--- src/rtl/assert_macros.svh ---
// Assertion macros shared by the character LCD sequencer RTL.
// Depends on nothing; included by the modules that carry assertions.
`ifndef ASSERT_MACROS_SVH
`define ASSERT_MACROS_SVH

// Property that must hold at every rising edge outside reset.
`define LCDNS_ASSERT_ALWAYS(lbl, clk, rst_n, prop) \
	lbl: assert property (@(posedge clk) disable iff (!rst_n) (prop)) \
		else $error("assertion failed");

// Antecedent in a cycle requires the consequent in the same cycle.
`define LCDNS_ASSERT_IMPLIES(lbl, clk, rst_n, ante, cons) \
	lbl: assert property (@(posedge clk) disable iff (!rst_n) (ante) |-> (cons)) \
		else $error("assertion failed");

`endif

--- src/rtl/lcdns_pkg.sv ---
// Types, opcodes and the init step table for the character LCD sequencer.
// Depends on nothing; used by every module of the block.
package lcdns_pkg;

	// Request codes on the command input.
	typedef enum logic [2:0] {
		CMD_INIT   = 3'd0,
		CMD_WRCMD  = 3'd1,
		CMD_WRDATA = 3'd2,
		CMD_CLEAR  = 3'd3,
		CMD_HOME   = 3'd4,
		CMD_CURSOR = 3'd5,
		CMD_GLYPH  = 3'd6,
		CMD_NONE   = 3'd7
	} cmd_t;

	// Wait classes handed to the downstream timer.
	localparam logic [3:0] WC_NONE  = 4'd0;
	localparam logic [3:0] WC_DATA  = 4'd1;
	localparam logic [3:0] WC_CMD   = 4'd2;
	localparam logic [3:0] WC_CLEAR = 4'd3;
	localparam logic [3:0] WC_HOME  = 4'd4;
	localparam logic [3:0] WC_BOOT  = 4'd5;
	localparam logic [3:0] WC_SRST1 = 4'd6;
	localparam logic [3:0] WC_SRST2 = 4'd7;
	localparam logic [3:0] WC_SRST3 = 4'd8;
	localparam logic [3:0] WC_MODE  = 4'd9;

	// Controller instruction opcodes.
	localparam logic [7:0] OP_CLEAR   = 8'h01;
	localparam logic [7:0] OP_HOME    = 8'h02;
	localparam logic [7:0] OP_ENTRY   = 8'h06;
	localparam logic [7:0] OP_DISPLAY = 8'h0C;
	localparam logic [7:0] OP_FUNC    = 8'h28;
	localparam logic [7:0] OP_SET_CG  = 8'h40;
	localparam logic [7:0] OP_SET_DD  = 8'h80;
	localparam logic [3:0] NIB_SRST   = 4'h3;
	localparam logic [3:0] NIB_4BIT   = 4'h2;
	localparam logic [7:0] HI_MASK    = 8'hF0;
	localparam logic [7:0] LO_MASK    = 8'h0F;

	// Register select values.
	localparam logic RS_INSTR = 1'b0;
	localparam logic RS_DATA  = 1'b1;

	// Reset values of the row start addresses.
	localparam logic [6:0] LINE0_RST = 7'd0;
	localparam logic [6:0] LINE1_RST = 7'd64;
	localparam logic [6:0] LINE2_RST = 7'd16;
	localparam logic [6:0] LINE3_RST = 7'd80;
	localparam int LINE_COUNT = 4;

	// Request queue geometry.
	localparam int QUEUE_DEPTH = 4;
	localparam int QPTR_W      = $clog2(QUEUE_DEPTH);

	// Number of bus steps in the init sequence.
	localparam int INIT_STEPS = 13;
	localparam logic [3:0] INIT_LAST = 4'(INIT_STEPS - 1);

	// One classified request waiting for the back end.
	typedef struct packed {
		logic       is_init;
		logic       rs;
		logic [7:0] byte_val;
		logic [3:0] wc;
	} entry_t;

	// One bus step as seen on the output.
	typedef struct packed {
		logic       rs;
		logic [3:0] nibble;
		logic       strobe;
		logic [3:0] wc;
		logic       last;
	} step_t;

	function automatic step_t mk_step(logic rs, logic [3:0] nib, logic strobe,
			logic [3:0] wc, logic last);
		step_t s;
		s.rs     = rs;
		s.nibble = nib;
		s.strobe = strobe;
		s.wc     = wc;
		s.last   = last;
		return s;
	endfunction

	// Power-up sequence: boot wait, three soft resets, 4-bit switch, then
	// function set, display on, entry mode and clear, each as two nibbles.
	function automatic step_t init_step(logic [3:0] idx);
		step_t s;
		case (idx)
			4'd0:    s = mk_step(RS_INSTR, 4'h0, 1'b0, WC_BOOT, 1'b0);
			4'd1:    s = mk_step(RS_INSTR, NIB_SRST, 1'b1, WC_SRST1, 1'b0);
			4'd2:    s = mk_step(RS_INSTR, NIB_SRST, 1'b1, WC_SRST2, 1'b0);
			4'd3:    s = mk_step(RS_INSTR, NIB_SRST, 1'b1, WC_SRST3, 1'b0);
			4'd4:    s = mk_step(RS_INSTR, NIB_4BIT, 1'b1, WC_MODE, 1'b0);
			4'd5:    s = mk_step(RS_INSTR, OP_FUNC[7:4], 1'b1, WC_NONE, 1'b0);
			4'd6:    s = mk_step(RS_INSTR, OP_FUNC[3:0], 1'b1, WC_CMD, 1'b0);
			4'd7:    s = mk_step(RS_INSTR, OP_DISPLAY[7:4], 1'b1, WC_NONE, 1'b0);
			4'd8:    s = mk_step(RS_INSTR, OP_DISPLAY[3:0], 1'b1, WC_CMD, 1'b0);
			4'd9:    s = mk_step(RS_INSTR, OP_ENTRY[7:4], 1'b1, WC_NONE, 1'b0);
			4'd10:   s = mk_step(RS_INSTR, OP_ENTRY[3:0], 1'b1, WC_CMD, 1'b0);
			4'd11:   s = mk_step(RS_INSTR, OP_CLEAR[7:4], 1'b1, WC_NONE, 1'b0);
			4'd12:   s = mk_step(RS_INSTR, OP_CLEAR[3:0], 1'b1, WC_CLEAR, 1'b1);
			default: s = mk_step(RS_INSTR, 4'h0, 1'b0, WC_NONE, 1'b1);
		endcase
		return s;
	endfunction

endpackage

--- src/rtl/char_lcd_nibble_sequencer.sv ---
// Top level of the character LCD nibble sequencer.
// Depends on lcdns_pkg, lcdns_front, lcdns_queue and lcdns_back.
//
// Each request becomes a burst of 4-bit bus steps for an HD44780-style
// display, one step per cycle while the output is taken. A byte request
// (write command, write data, clear, home, set cursor, set glyph address)
// produces two steps, high nibble first; init produces thirteen steps. The
// step generator in the back end sets the rate: the front end classifies one
// request per cycle while its four-entry queue is not full, so new requests
// are taken while earlier ones are still being expanded. A set cursor request
// with a row out of range, and request code 7, are taken and produce nothing.
// The configuration port is always ready and writes the row start addresses.
module char_lcd_nibble_sequencer #(
	parameter int ROW_COUNT = 4
) (
	input  logic       clk,
	input  logic       arst_n,
	// Configuration write channel
	input  logic       cfg_valid,
	output logic       cfg_ready,
	input  logic [2:0] cfg_index,
	input  logic [6:0] cfg_data,
	// Request channel
	input  logic       in_valid,
	output logic       in_ready,
	input  logic [2:0] command,
	input  logic [7:0] value,
	input  logic [7:0] col,
	input  logic [7:0] row,
	input  logic [2:0] glyph,
	// Step channel
	output logic       out_valid,
	input  logic       out_ready,
	output logic       reg_select,
	output logic [3:0] nibble,
	output logic       strobe_res,
	output logic [3:0] wait_class,
	output logic       last
);

	logic              push;
	lcdns_pkg::entry_t push_entry;
	logic              pop;
	logic              full;
	logic              empty;
	lcdns_pkg::entry_t head;
	lcdns_pkg::step_t  out_step;

	assign cfg_ready = 1'b1;
	assign in_ready  = !full;

	// Request classification and row base registers.
	lcdns_front #(
		.ROW_COUNT(ROW_COUNT)
	) u_front (
		.clk       (clk),
		.arst_n    (arst_n),
		.cfg_valid (cfg_valid),
		.cfg_index (cfg_index),
		.cfg_data  (cfg_data),
		.take      (in_valid && !full),
		.command   (command),
		.value     (value),
		.col       (col),
		.row       (row),
		.glyph     (glyph),
		.push      (push),
		.push_entry(push_entry)
	);

	// Queue decoupling the two ends.
	lcdns_queue u_queue (
		.clk       (clk),
		.arst_n    (arst_n),
		.push      (push),
		.push_entry(push_entry),
		.pop       (pop),
		.full      (full),
		.empty     (empty),
		.head      (head)
	);

	// Step generation and output register.
	lcdns_back u_back (
		.clk      (clk),
		.arst_n   (arst_n),
		.empty    (empty),
		.head     (head),
		.pop      (pop),
		.out_ready(out_ready),
		.out_valid(out_valid),
		.out_step (out_step)
	);

	assign reg_select = out_step.rs;
	assign nibble     = out_step.nibble;
	assign strobe_res = out_step.strobe;
	assign wait_class = out_step.wc;
	assign last       = out_step.last;

endmodule

--- src/rtl/lcdns_front.sv ---
// Front end: takes requests, holds the row base registers and classifies
// each request into a queue entry. Depends on lcdns_pkg.
module lcdns_front #(
	parameter int ROW_COUNT = 4
) (
	input  logic                clk,
	input  logic                arst_n,
	input  logic                cfg_valid,
	input  logic [2:0]          cfg_index,
	input  logic [6:0]          cfg_data,
	input  logic                take,
	input  logic [2:0]          command,
	input  logic [7:0]          value,
	input  logic [7:0]          col,
	input  logic [7:0]          row,
	input  logic [2:0]          glyph,
	output logic                push,
	output lcdns_pkg::entry_t   push_entry
);

	logic [6:0] base_q [lcdns_pkg::LINE_COUNT];
	logic       row_ok;
	logic       emit;
	logic [7:0] cursor_addr;

	// Row start address registers; writes beyond the list are dropped.
	always_ff @(posedge clk or negedge arst_n) begin
		if (!arst_n) begin
			base_q[0] <= lcdns_pkg::LINE0_RST;
			base_q[1] <= lcdns_pkg::LINE1_RST;
			base_q[2] <= lcdns_pkg::LINE2_RST;
			base_q[3] <= lcdns_pkg::LINE3_RST;
		end else if (cfg_valid && (cfg_index < 3'(lcdns_pkg::LINE_COUNT))) begin
			base_q[cfg_index[1:0]] <= cfg_data;
		end
	end

	// Cursor address wraps at 256.
	assign row_ok      = (row < 8'(ROW_COUNT)) && (row < 8'(lcdns_pkg::LINE_COUNT));
	assign cursor_addr = lcdns_pkg::OP_SET_DD + {1'b0, base_q[row[1:0]]} + col;

	// Classify the request into byte, init or nothing.
	always_comb begin
		emit                = 1'b1;
		push_entry.is_init  = 1'b0;
		push_entry.rs       = lcdns_pkg::RS_INSTR;
		push_entry.byte_val = value;
		push_entry.wc       = lcdns_pkg::WC_CMD;
		case (lcdns_pkg::cmd_t'(command))
			lcdns_pkg::CMD_INIT: begin
				push_entry.is_init = 1'b1;
			end
			lcdns_pkg::CMD_WRCMD: begin
				push_entry.byte_val = value;
			end
			lcdns_pkg::CMD_WRDATA: begin
				push_entry.rs = lcdns_pkg::RS_DATA;
				push_entry.wc = lcdns_pkg::WC_DATA;
			end
			lcdns_pkg::CMD_CLEAR: begin
				push_entry.byte_val = lcdns_pkg::OP_CLEAR;
				push_entry.wc       = lcdns_pkg::WC_CLEAR;
			end
			lcdns_pkg::CMD_HOME: begin
				push_entry.byte_val = lcdns_pkg::OP_HOME;
				push_entry.wc       = lcdns_pkg::WC_HOME;
			end
			lcdns_pkg::CMD_CURSOR: begin
				push_entry.byte_val = cursor_addr;
				emit                = row_ok;
			end
			lcdns_pkg::CMD_GLYPH: begin
				push_entry.byte_val = lcdns_pkg::OP_SET_CG | {2'b00, glyph, 3'b000};
			end
			default: begin
				emit = 1'b0;
			end
		endcase
	end

	assign push = take && emit;

endmodule

--- src/rtl/lcdns_queue.sv ---
// Short request queue between the front and back ends.
// Depends on lcdns_pkg and assert_macros.svh.
`include "assert_macros.svh"

module lcdns_queue (
	input  logic              clk,
	input  logic              arst_n,
	input  logic              push,
	input  lcdns_pkg::entry_t push_entry,
	input  logic              pop,
	output logic              full,
	output logic              empty,
	output lcdns_pkg::entry_t head
);

	lcdns_pkg::entry_t               mem_q [lcdns_pkg::QUEUE_DEPTH];
	logic [lcdns_pkg::QPTR_W-1:0]    wr_ptr_q;
	logic [lcdns_pkg::QPTR_W-1:0]    rd_ptr_q;
	logic [lcdns_pkg::QPTR_W:0]      count_q;

	assign full  = (count_q == (lcdns_pkg::QPTR_W+1)'(lcdns_pkg::QUEUE_DEPTH));
	assign empty = (count_q == '0);
	assign head  = mem_q[rd_ptr_q];

	// Entry storage.
	always_ff @(posedge clk) begin
		if (push) begin
			mem_q[wr_ptr_q] <= push_entry;
		end
	end

	// Pointers and fill count.
	always_ff @(posedge clk or negedge arst_n) begin
		if (!arst_n) begin
			wr_ptr_q <= '0;
			rd_ptr_q <= '0;
			count_q  <= '0;
		end else begin
			if (push) begin
				wr_ptr_q <= wr_ptr_q + (lcdns_pkg::QPTR_W)'(1);
			end
			if (pop) begin
				rd_ptr_q <= rd_ptr_q + (lcdns_pkg::QPTR_W)'(1);
			end
			if (push && !pop) begin
				count_q <= count_q + (lcdns_pkg::QPTR_W+1)'(1);
			end else if (pop && !push) begin
				count_q <= count_q - (lcdns_pkg::QPTR_W+1)'(1);
			end
		end
	end

	`LCDNS_ASSERT_IMPLIES(a_no_push_full, clk, arst_n, push, !full)
	`LCDNS_ASSERT_IMPLIES(a_no_pop_empty, clk, arst_n, pop, !empty)

endmodule

--- src/rtl/lcdns_back.sv ---
// Back end: expands the queue head into bus steps and holds the output
// register. Depends on lcdns_pkg and assert_macros.svh.
`include "assert_macros.svh"

module lcdns_back (
	input  logic              clk,
	input  logic              arst_n,
	input  logic              empty,
	input  lcdns_pkg::entry_t head,
	output logic              pop,
	input  logic              out_ready,
	output logic              out_valid,
	output lcdns_pkg::step_t  out_step
);

	logic [3:0]       step_cnt_q;
	logic             out_valid_q;
	lcdns_pkg::step_t out_step_q;
	lcdns_pkg::step_t cur_step;
	logic             adv;
	logic             fire;

	// Current step of the head request.
	always_comb begin
		if (head.is_init) begin
			cur_step = lcdns_pkg::init_step(step_cnt_q);
		end else if (!step_cnt_q[0]) begin
			cur_step = lcdns_pkg::mk_step(head.rs,
				4'((head.byte_val & lcdns_pkg::HI_MASK) >> 4), 1'b1,
				lcdns_pkg::WC_NONE, 1'b0);
		end else begin
			cur_step = lcdns_pkg::mk_step(head.rs,
				4'(head.byte_val & lcdns_pkg::LO_MASK), 1'b1, head.wc, 1'b1);
		end
	end

	// Output register advances when empty or being taken.
	assign adv  = !out_valid_q || out_ready;
	assign fire = adv && !empty;
	assign pop  = fire && cur_step.last;

	always_ff @(posedge clk or negedge arst_n) begin
		if (!arst_n) begin
			out_valid_q <= 1'b0;
			step_cnt_q  <= '0;
		end else begin
			if (adv) begin
				out_valid_q <= !empty;
			end
			if (fire) begin
				step_cnt_q <= cur_step.last ? 4'd0 : step_cnt_q + 4'd1;
			end
		end
	end

	always_ff @(posedge clk) begin
		if (fire) begin
			out_step_q <= cur_step;
		end
	end

	assign out_valid = out_valid_q;
	assign out_step  = out_step_q;

	`LCDNS_ASSERT_ALWAYS(a_cnt_range, clk, arst_n, step_cnt_q <= lcdns_pkg::INIT_LAST)
	`LCDNS_ASSERT_IMPLIES(a_byte_two_steps, clk, arst_n, !empty && !head.is_init,
		step_cnt_q <= 4'd1)

endmodule

--- config.mk ---
export PLATFORM = sky130hd
export DESIGN_NAME = char_lcd_nibble_sequencer
export DESIGN_NICKNAME = d
export VERILOG_FILES = /design/src/rtl/lcdns_pkg.sv /design/src/rtl/char_lcd_nibble_sequencer.sv /design/src/rtl/lcdns_front.sv /design/src/rtl/lcdns_queue.sv /design/src/rtl/lcdns_back.sv
export VERILOG_INCLUDE_DIRS = /design/src /design/src/rtl
export SDC_FILE = /design/constraint.sdc
export NUM_CORES = 1
export LEC_CHECK = 0
export BUFFER_PORTS_ARGS = -buffer_cell sky130_fd_sc_hd__clkbuf_2
export CORE_MARGIN = 2
export CORE_UTILIZATION = 59
export DETAILED_ROUTE_END_ITERATION = 10
export PLACE_DENSITY_LB_ADDON = 0.3
export SLEW_MARGIN = 25
export SYNTH_ARGS = -nofsm -noshare
export SYNTH_HDL_FRONTEND = slang
export SYNTH_SLANG_ARGS = --single-unit
--- constraint.sdc ---
create_clock -name clk -period 7.6 [get_ports clk]
set_clock_uncertainty 0.2 [all_clocks]
set_input_delay 0 -clock clk [delete_from_list [all_inputs] [get_ports clk]]
set_output_delay 0 -clock clk [all_outputs]
set_load 0.02 [all_outputs]
==> flow_metrics.tcl, run 1 <==
set metrics [dict create \
    status "completed" \
    drc 0 \
    io_pins 59 \
    cts_htree_levels 3 \
    cp-start-kind "flop" \
    ys_types 57 \
    placed_cells 501 \
    tns_ns 0 \
    synth_edf_count 63 \
    dpl_cell_area_um2 5400 \
    cts_setup_buffers 0 \
    cts_tree "done" \
    final_nets 498 \
    clk_path_buf_depth 2 \
    required_ns 7.61 \
    finalCritPeriodShare_pct 46.3 \
    ir_drop_mv 0.149 \
    area_growth_syn_to_layout_pct 14.8 \
    worst_ep_arrival_time_ns 3.54 \
    routed_via_density 6.08 \
    core-area_um2 8300 \
    finalHoldViolCount 0 \
    finalSetupViolations 0 \
    crit_type "flop to flop" \
    cp_max_fo 4 \
    power_mw 1.84 \
    rsz0062_at_grt "false" \
    hpwl_um 6950 \
    final_core_util_pct 70.5 \
    max_stage_delay_ns 0.68 \
    layout_min_cycle_time_ns 3.52 \
    slew_headroom_pct 30.6 \
    vias 3309 \
    grt_pass1_vias 3347 \
    ys_seq_area_share_pct 56.9 \
    grt_pass1_wl_um 16500 \
    globalRoute.totalOverflow 0 \
    firstDrtPassIters 5 \
    slowest_stage "dlygate4sd3_1" \
    final_common_cell "edfxtp_1" \
    synth.avg_cell_area_um2 14.3 \
    dieArea_um2 9400 \
    netlist_instances 357 \
    post_cts_resized 0 \
    crit_chain "mux4_2, ha_1, a211oi_1, o21ai_0, a21oi_1, xor2_1, a2111oi_0, dlygate4sd3_1" \
    layout.cells.non_filler 544 \
    cts.sinks 103 \
    cp_top_family "compound AO/OA/AOI/OAI gates" \
    crit_path_end_kind "flop" \
    final_cell_area_um2 5850 \
    mostFrequentLayoutCells "edfxtp_1 (63), clkbuf_2 (56), dfrtp_1 (36), nand2_1 (32), mux2_2 (31)" \
    die_h_um 96.9 \
    drive_gt1_share_pct 30.5 \
    cts_inserted_buffers 9 \
    synth_nets 421 \
    cts.reportedPaths.clkPinSlew_ns 0.10 \
    synthesis.area_um2 5100 \
    fmax_mhz 284 \
    port_buffers 57 \
    worst_hold_slack_ns 0.00759 \
    wl_um 10300 \
    root_buffer "clkbuf_8" \
    holdCritPathClass "primary input to flop" \
    pre_cts_slack_ns 4.14 \
    drv_slew 0 \
    layout_setup_ws_ns 4.08 \
    async_flop_share_pct 38.8 \
    drtAntennaViolNets 0 \
    initial_utilization_pct 61.4 \
    routabilityCongestion 0.781 \
    power.density_nw_per_um2 314 \
    yosysWarnings 0 \
    synth_seq_cells 103 \
    synthFlopType "edfxtp_1" \
    wire_per_inst_um 18.9 \
    num_rows 33 \
    track_usage_pct 22.6 \
    tightest_slew_ns 1.03 \
    antenna_found_initial 0 \
    fillers 570 \
    clkLatencyLatePin_ns 0.37 \
    grt_max_degree 41 \
    p_leak_nw 2.34 \
    maxCapViolations 0 \
    antennaDiodeCount 0 \
    drt_iter0_markers 227 \
    fp.dieW_um 96.9 \
    critPathBufInv 1 \
]
## path summary, 6_finish.rpt
| path | startpoint | depth (start not counted) | end | slack [ns] |
|---|---|---|---|---|
| setup / recovery | u_front.base_q[1]$_DFFE_PN0P_ | 8 | u_queue.mem_q[1][8]$_DFFE_PP_ | 4.08 |
| hold / removal | glyph[1] | 3 | u_queue.mem_q[1][7]$_DFFE_PP_ | 0.008 |
| setup reg to reg | u_front.base_q[1]$_DFFE_PN0P_ | 8 | u_queue.mem_q[1][8]$_DFFE_PP_ | 4.08 |
| hold reg to reg | u_queue.count_q[2]$_DFFE_PN0P_ | 1 | u_queue.count_q[2]$_DFFE_PN0P_ | 0.30 |
| max in group asynchronous | arst_n | 4 | u_front.base_q[20]$_DFFE_PN1P_ | 6.26 |
| min in group asynchronous | arst_n | 3 | u_queue.count_q[2]$_DFFE_PN0P_ | 0.40 |
## sequential cells by signal (all words and copies together), names as in the netlist
| signal | flops |
|---|---|
| u_back.out_step | 11 |
| u_back.step_cnt_q | 4 |
| u_queue.rd_ptr_q | 2 |
| u_queue.mem_q | 52 |
| u_queue.count_q | 3 |
| u_back.out_valid | 1 |
| u_queue.wr_ptr_q | 2 |
| u_front.base_q | 28 |
## report_power, final
group	leakage (nW)	internal, mW	switching, mW
logic	1.19	0.309	0.341
registers	1.06	0.763	0.114
clock network	0.0952	0.120	0.191
## area by class of cell
cell class              count  area (µm²)  area share [%]
clock inverters             7        48.8           0.834
repair buffers             84         566            9.66
inverters                  13        48.8           0.834
clock buffers               9         124            2.12
well taps                 105         131            2.25
flip-flops and latches    103        2900            49.5
multi-input cells         223        2040            34.8
## kinds of logic after synthesis
| group | count (synthesis) | share of synthesized area (%) |
|---|---|---|
| xor+xnor | 10 | 1.87 |
| buf+inv | 31 | 3.44 |
| fa+ha+maj | 19 | 4.96 |
| compound gates | 55 | 6.95 |
| flops | 103 | 56.9 |
| simple gates | 78 | 7.78 |
| other cells | 1 | 0.0736 |
| mux | 60 | 18.1 |
## tightest hold or removal path: cells and delay by family
family	cells	cell delay [ns]
buffers and inverters	1	0.07
muxes	1	0.05
AOI/OAI and AO/OA	1	0.31
## cells in the mapped netlist, types with 3 or more instances
library cell,n,area share [%]
and2_1,5,0.61
mux4_2,17,7.5
inv_1,12,0.88
dfrtp_1,36,18
mux4_1,4,2.1
o211ai_1,3,0.44
nor2_1,10,0.74
mux2i_1,7,1.4
a31oi_1,5,0.61
edfxtp_1,63,37
nor3_1,5,0.49
mux2_2,31,6.8
o21ai_0,15,1.5
nand3_1,5,0.49
clkbuf_8,4,1.1
a21o_1,4,0.59
clkbuf_1,10,0.74
nand2_1,32,2.4
a21oi_1,10,0.98
xor2_1,7,1.2
nand2b_1,5,0.61
dfstp_2,4,2.1
ha_1,17,4.2
nor2b_1,4,0.49
## routing by layer
| layer | part of all wire (%) | routed length, µm | track usage [%] | vias up |
|---|---|---|---|---|
| met5 | 0 | 0 | 0 | - |
| met4 | 2.5 | 254 | 10.3 | 0 |
| met3 | 4.9 | 500 | 3.40 | 25 |
| met2 | 51 | 5210 | 37.0 | 138 |
| met1 | 42 | 4340 | 30.2 | 1640 |
| li1 | - | - | - | 1506 |
## timing repair
| action | 4_1_cts | 5_1_grt |
|---|---|---|
| hold endpoints to repair | 91 | 14 |
| setup endpoints to repair | 0 | 0 |
| hold buffers | 25 | 1 |
Power figures use the tool's default switching activity.
==> inputs of run 2 (changes only) <==
--- a/config.mk
+++ b/config.mk
@@ -8,7 +8,7 @@
 export LEC_CHECK = 0
 export BUFFER_PORTS_ARGS = -buffer_cell sky130_fd_sc_hd__clkbuf_2
 export CORE_MARGIN = 2
-export CORE_UTILIZATION = 59
+export CORE_UTILIZATION = 58
 export DETAILED_ROUTE_END_ITERATION = 10
 export PLACE_DENSITY_LB_ADDON = 0.3
 export SLEW_MARGIN = 25
==> constraint.sdc (replaced) <==
create_clock -name clk -period 3.61 [get_ports clk]
set_clock_uncertainty 0.2 [all_clocks]
set_input_delay 0 -clock clk [delete_from_list [all_inputs] [get_ports clk]]
set_output_delay 0 -clock clk [all_outputs]
set_load 0.02 [all_outputs]
==> flow_metrics.tcl, run 2 (synthesis gave the netlist of run 1 again) <==
set metrics [dict create \
    status "completed" \
    ir_drop_mv 0.352 \
    firstDrtPassIters 4 \
    power.density_nw_per_um2 659 \
    drv_slew 0 \
    vias 3213 \
    power_mw 3.85 \
    initial_utilization_pct 59.0 \
    crit_chain "mux4_2, ha_1, a211oi_1, o21ai_0, a21oi_1, xor2_1, a2111oi_1, dlygate4sd3_1, buf_4" \
    root_buffer "clkbuf_8" \
    wire_per_inst_um 18.1 \
    hpwl_um 6910 \
    multi_input_area_um2 2040 \
    mostFrequentLayoutCells "edfxtp_1 (63), clkbuf_2 (57), dfrtp_1 (36), nand2_1 (32), mux2_2 (31)" \
    tns_ns 0 \
    clk_path_buf_depth 2 \
    largest_register "u_queue.mem_q" \
    finalCritPeriodShare_pct 95.7 \
    cts_setup_buffers 0 \
    final_core_util_pct 67.5 \
    final_nets 498 \
    placed_cells 508 \
    fp.dieW_um 97.7 \
    worst_ep_arrival_time_ns 3.49 \
    slew_headroom_pct 34.5 \
    cts.sinks 103 \
    maxCapViolations 0 \
    final_common_cell "edfxtp_1" \
    drc 0 \
    max_stage_delay_ns 0.60 \
    crit_type "flop to flop" \
    cp_max_fo 4 \
    tightest_slew_ns 0.982 \
    slowest_stage "dlygate4sd3_1" \
    area_growth_syn_to_layout_pct 14.4 \
    finalHoldViolCount 0 \
    drt_iter0_markers 191 \
    port_buffers 57 \
    worst_hold_slack_ns 0.0332 \
    cts_htree_levels 3 \
    netSwitchingFraction_pct 34.1 \
    fillers 628 \
    critPathBufInv 2 \
    globalRoute.totalOverflow 0 \
    grt_max_degree 41 \
    largest_reg_flops 52 \
    pwr-share-seq_pct 46.1 \
    die_h_um 97.7 \
    antenna_found_initial 0 \
    core-area_um2 8640 \
    finalSetupViolations 0 \
    layout_min_cycle_time_ns 3.45 \
    routed_via_density 5.87 \
    cp_top_family "compound AO/OA/AOI/OAI gates" \
    routabilityCongestion 0.859 \
    dieArea_um2 9550 \
    layout.cells.non_filler 547 \
    p_leak_nw 2.34 \
    drtAntennaViolNets 0 \
    grt_pass1_vias 3347 \
    p_int_mw 2.53 \
    cts_inserted_buffers 9 \
    required_ns 3.64 \
    regArea_um2 2900 \
    cts.reportedPaths.clkPinSlew_ns 0.09 \
    num_rows 34 \
    wl_um 9910 \
    clkLatencyLatePin_ns 0.37 \
    holdCritPathClass "primary input to flop" \
    drive_gt1_share_pct 31.2 \
    grt_pass1_wl_um 16400 \
    track_usage_pct 22.3 \
    p_switching_mw 1.31 \
    cts_tree "done" \
    pwr-share-comb_pct 37.2 \
    pwr-share-clk_pct 16.7 \
    io_pins 59 \
    cp-start-kind "flop" \
    fmax_mhz 290 \
    antennaDiodeCount 0 \
    crit_path_end_kind "flop" \
]
## run 2: cell count changes in the layout (fill, tap and decap cells not counted), moves of 2 or more
cell           delta
clkinv_4          -2
dlygate4sd3_1     -3
buf_4             +4
inv_6             -2
## run 2: metal layers
layer | part of all wire (%) | vias to the layer above | global-route usage (%) | routed length (µm)
li1 | - | 1497 | - | -
met1 | 40 | 1574 | 27.7 | 4000
met2 | 50 | 114 | 37.9 | 4990
met3 | 5.4 | 28 | 4.37 | 534
met4 | 3.9 | 0 | 10.8 | 388
met5 | 0 | - | 0 | 0
## run 2: cell type report
| type | instances | share of cell area, % |
|---|---|---|
| multi-input combinational | 223 | 34.9 |
| clock inverter | 4 | 0.365 |
| timing repair buffer | 84 | 9.35 |
| sequential | 103 | 49.7 |
| inverter | 13 | 0.837 |
| tap | 108 | 2.32 |
| clock buffer | 12 | 2.51 |
## run 2: what timing repair did
item,in CTS,in global routing
hold buffers,23,0
gates resized for setup,0,1
hold endpoints to repair,90,0
setup endpoints to repair,0,4
## run 2: power by group through the flow
stage          clock, mW  combinational (mW)  sequential [mW]
4_1_cts            0.655                1.45             1.78
3_3_place_gp           0                1.38             1.78
3_5_place_dp           0                1.42             1.80
5_1_grt            0.699                1.58             1.81
6_report           0.643                1.43             1.77
2_1_floorplan          0                1.07             1.81
## run 2: through the flow
| stage | setup WS, ns | cell area (µm²) |
|---|---|---|
| 2_1_floorplan | 0.641 | 5100 |
| 3_3_place_gp | 0.757 | 5430 |
| 3_5_place_dp | 0.594 | 5430 |
| 4_1_cts | 0.186 | 5830 |
| 5_1_grt | -0.0400 | 5830 |
| 6_report | 0.156 | 5830 |
## run 2: worst paths after layout
kind,from,to,slack (ns),depth (start not counted)
setup reg to reg,u_front.base_q[8]$_DFFE_PN0P_,u_queue.mem_q[2][8]$_DFFE_PP_,0.16,9
hold / removal,row[2],u_queue.wr_ptr_q[0]$_DFFE_PN0P_,0.03,5
setup / recovery,u_front.base_q[8]$_DFFE_PN0P_,u_queue.mem_q[2][8]$_DFFE_PP_,0.16,9
hold reg to reg,u_queue.count_q[2]$_DFFE_PN0P_,u_queue.count_q[2]$_DFFE_PN0P_,0.30,1
max in group asynchronous,arst_n,u_front.base_q[14]$_DFFE_PN0P_,2.57,2
min in group asynchronous,arst_n,u_front.base_q[16]$_DFFE_PN0P_,0.10,2
## run 2: worst register-to-register path, delay by kind of cell (launching register included)
kind            cells  cell delay, ns
xor+xnor            1            0.11
compound gates      4            1.07
flops               1            0.40
mux                 1            0.51
buf+inv             2            0.72
fa+ha+maj           1            0.32
==> inputs of run 3 (changes only) <==
--- a/config.mk
+++ b/config.mk
@@ -8,10 +8,11 @@
 export LEC_CHECK = 0
 export BUFFER_PORTS_ARGS = -buffer_cell sky130_fd_sc_hd__clkbuf_2
 export CORE_MARGIN = 2
-export CORE_UTILIZATION = 58
+export CORE_UTILIZATION = 59
 export DETAILED_ROUTE_END_ITERATION = 10
 export PLACE_DENSITY_LB_ADDON = 0.3
 export SLEW_MARGIN = 25
 export SYNTH_ARGS = -nofsm -noshare
 export SYNTH_HDL_FRONTEND = slang
+export SYNTH_HIERARCHICAL = 1
 export SYNTH_SLANG_ARGS = --single-unit
==> flow_metrics.tcl, run 3 <==
set metrics [dict create \
    drive_gt1_share_pct 31.7 \
    rsz0062_at_grt "false" \
    layout_min_cycle_time_ns 3.10 \
    yosysWarnings 6 \
    ys_types 57 \
    synth-compound-area-share_pct 7.04 \
    yosys-top-cells-area "edfxtp_1 (39%), dfrtp_1 (17%), mux2_2 (6.7%), mux4_2 (6.5%), ha_1 (4.3%)" \
    num_rows 34 \
    synth_mux_area_share_pct 17.4 \
    routed_via_density 5.82 \
    globalRoute.totalOverflow 0 \
    wl_um 9980 \
    wire_per_inst_um 18.4 \
    ys_seq_area_share_pct 57.9 \
    synthFlopType "edfxtp_1" \
    slew_headroom_pct 39.2 \
    clkLatencyLatePin_ns 0.37 \
    largest_register "u_queue/mem_q" \
    finalSetupViolations 0 \
    synth_most_common_cell "edfxtp_1" \
    p_leak_nw 2.40 \
    synth_top_area_share_pct 38.6 \
    synth_seq_cells 107 \
    pre_cts_slack_ns 0.480 \
    synthesis.area_um2 5210 \
    ys_top_cells_by_count "edfxtp_1 (67), dfrtp_1 (36), mux2_2 (31), ha_1 (18), nand2_1 (17)" \
    fillers 579 \
    fp.dieW_um 98.0 \
    finalHoldViolCount 0 \
    cts.sinks 107 \
    synth_top_family_by_area "multiplexers" \
    finalCritPeriodShare_pct 86.0 \
    synth_simple_gate_area_share_pct 6.96 \
    synth.avg_cell_area_um2 15.1 \
    worst_hold_slack_ns 0.0295 \
    cts_htree_levels 3 \
    cp_max_fo 4 \
    largest_reg_flops 56 \
    final_common_cell "edfxtp_1" \
    drc 0 \
    antennaDiodeCount 0 \
    required_ns 3.53 \
    ir_drop_mv 0.283 \
    grt_max_degree 41 \
    drtAntennaViolNets 0 \
    p_int_mw 2.63 \
    synth_adder_area_share_pct 5.09 \
    cts_inserted_buffers 9 \
    vias 3158 \
    io_pins 59 \
    maxCapViolations 0 \
    async_flop_share_pct 37.4 \
    pwr-share-clk_pct 17.5 \
    dieArea_um2 9600 \
    tightest_slew_ns 0.913 \
    netlist_instances 344 \
    synthXorXnorAreaFrac_pct 2.19 \
    port_buffers 57 \
    holdCritPathClass "primary input to flop" \
    netSwitchingFraction_pct 34.7 \
    grt_pass1_wl_um 16200 \
    final_nets 495 \
    power.density_nw_per_um2 666 \
    p_switching_mw 1.40 \
    routabilityCongestion 0.901 \
    final_cell_area_um2 6060 \
    dpl_cell_area_um2 5550 \
    drv_slew 0 \
    cp-start-kind "flop" \
    hpwl_um 6720 \
    layout_setup_ws_ns 0.506 \
    worst_ep_arrival_time_ns 3.03 \
    cts_tree "done" \
    initial_utilization_pct 60.3 \
    track_usage_pct 21.8 \
    status "completed" \
    die_h_um 98.0 \
    core-area_um2 8640 \
    cts.reportedPaths.clkPinSlew_ns 0.11 \
    crit_path_end_kind "flop" \
    crit_type "flop to flop" \
    firstDrtPassIters 4 \
    mostFrequentLayoutCells "edfxtp_1 (67), clkbuf_2 (56), dfrtp_1 (36), dlygate4sd3_1 (31), mux2_2 (31)" \
    grt_pass1_vias 3326 \
    fmax_mhz 322 \
    antenna_found_initial 0 \
    synth_nets 409 \
    pwr-share-seq_pct 45.6 \
    clk_path_buf_depth 2 \
    root_buffer "clkbuf_8" \
    tns_ns 0 \
    drt_iter0_markers 187 \
    yosysTopAreaCell "edfxtp_1" \
    pwr-share-comb_pct 36.9 \
    synth_edf_count 67 \
    area_growth_syn_to_layout_pct 16.2 \
]
## run 3: cell count changes after synthesis, moves of 5 or more
cell,previous run,this run
nand2_1,32,17
buf_2,0,7
clkbuf_1,10,3
xnor2_1,2,7
## run 3: layout make-up
class	instances	area, µm²	area share, %
sequential	107	3020	49.8
multi-input combinational	206	2040	33.6
timing repair buffer	92	626	10.3
tap	108	135	2.23
clock buffer	9	124	2.05
clock inverter	7	65.1	1.07
inverter	14	52.6	0.868
## run 3: worst max-delay path: stages, from the launching register on
cell,delay [ns]
dfrtp_1,0.39
mux4_2,0.48
ha_1,0.34
a21oi_1,0.23
o31ai_2,0.14
o31ai_2,0.24
xnor2_1,0.15
o21ai_1,0.09
dlygate4sd3_1,0.61
## run 3: repair_timing
| item | CTS | global route |
|---|---|---|
| endpoints found under the hold margin | 102 | 0 |
| setup buffers | 0 | 0 |
| hold buffers | 31 | 0 |
| endpoints found under the setup margin | 0 | 0 |
| gates resized for setup | 0 | 0 |
## run 3: power by group through the flow
stage	registers (mW)	logic, mW	clock network, mW
finish	1.84	1.49	0.707
floorplan	1.88	1.10	0
detailed placement	1.87	1.46	0
CTS	1.84	1.50	0.721
global route	1.87	1.64	0.775
global placement	1.85	1.41	0
## run 3: path summary, 6_finish.rpt
| check | endpoint | from | slack [ns] | cells past startpoint |
|---|---|---|---|---|
| setup / recovery | u_queue/mem_q[2][11]$_DFFE_PP_ | u_front/base_q[25]$_DFFE_PN0P_ | 0.51 | 8 |
| hold / removal | u_queue/mem_q[2][8]$_DFFE_PP_ | glyph[1] | 0.03 | 4 |
| setup reg to reg | u_queue/mem_q[2][11]$_DFFE_PP_ | u_front/base_q[25]$_DFFE_PN0P_ | 0.51 | 8 |
| hold reg to reg | u_queue/count_q[2]$_DFFE_PN0P_ | u_queue/count_q[2]$_DFFE_PN0P_ | 0.30 | 1 |
| max in group asynchronous | u_front/base_q[27]$_DFFE_PN0P_ | arst_n | 2.56 | 2 |
| min in group asynchronous | u_front/base_q[12]$_DFFE_PN0P_ | arst_n | 0.09 | 2 |
## run 3: through the flow
stage | std cells | utilization, % | total power, mW
3_5_place_dp | 496 | 64.3 | 3.33
2_1_floorplan | 344 | - | 2.97
5_1_grt | 543 | 70.1 | 4.29
4_1_cts | 543 | 70.1 | 4.06
6_report | 543 | 70.1 | 4.03
3_3_place_gp | 496 | 64.3 | 3.26
## run 3: routing by layer
layer  wire length [µm]  global-route usage, %  share of wire [%]
met3                305                   3.29                3.1
met4                134                   7.16                1.3
met2               5530                   41.1                 55
met5                  0                      0                  0
met1               4010                   25.2                 40
## run 3: cells by family after synthesis
| logic type | Yosys count |
|---|---|
| multiplexers | 58 |
| AO/OA/AOI/OAI | 51 |
| other | 2 |
| buffers and inverters | 31 |
| adder cells (fa/ha/maj) | 20 |
| flip-flops | 107 |
| AND/OR/NAND/NOR | 62 |
| XOR/XNOR | 13 |
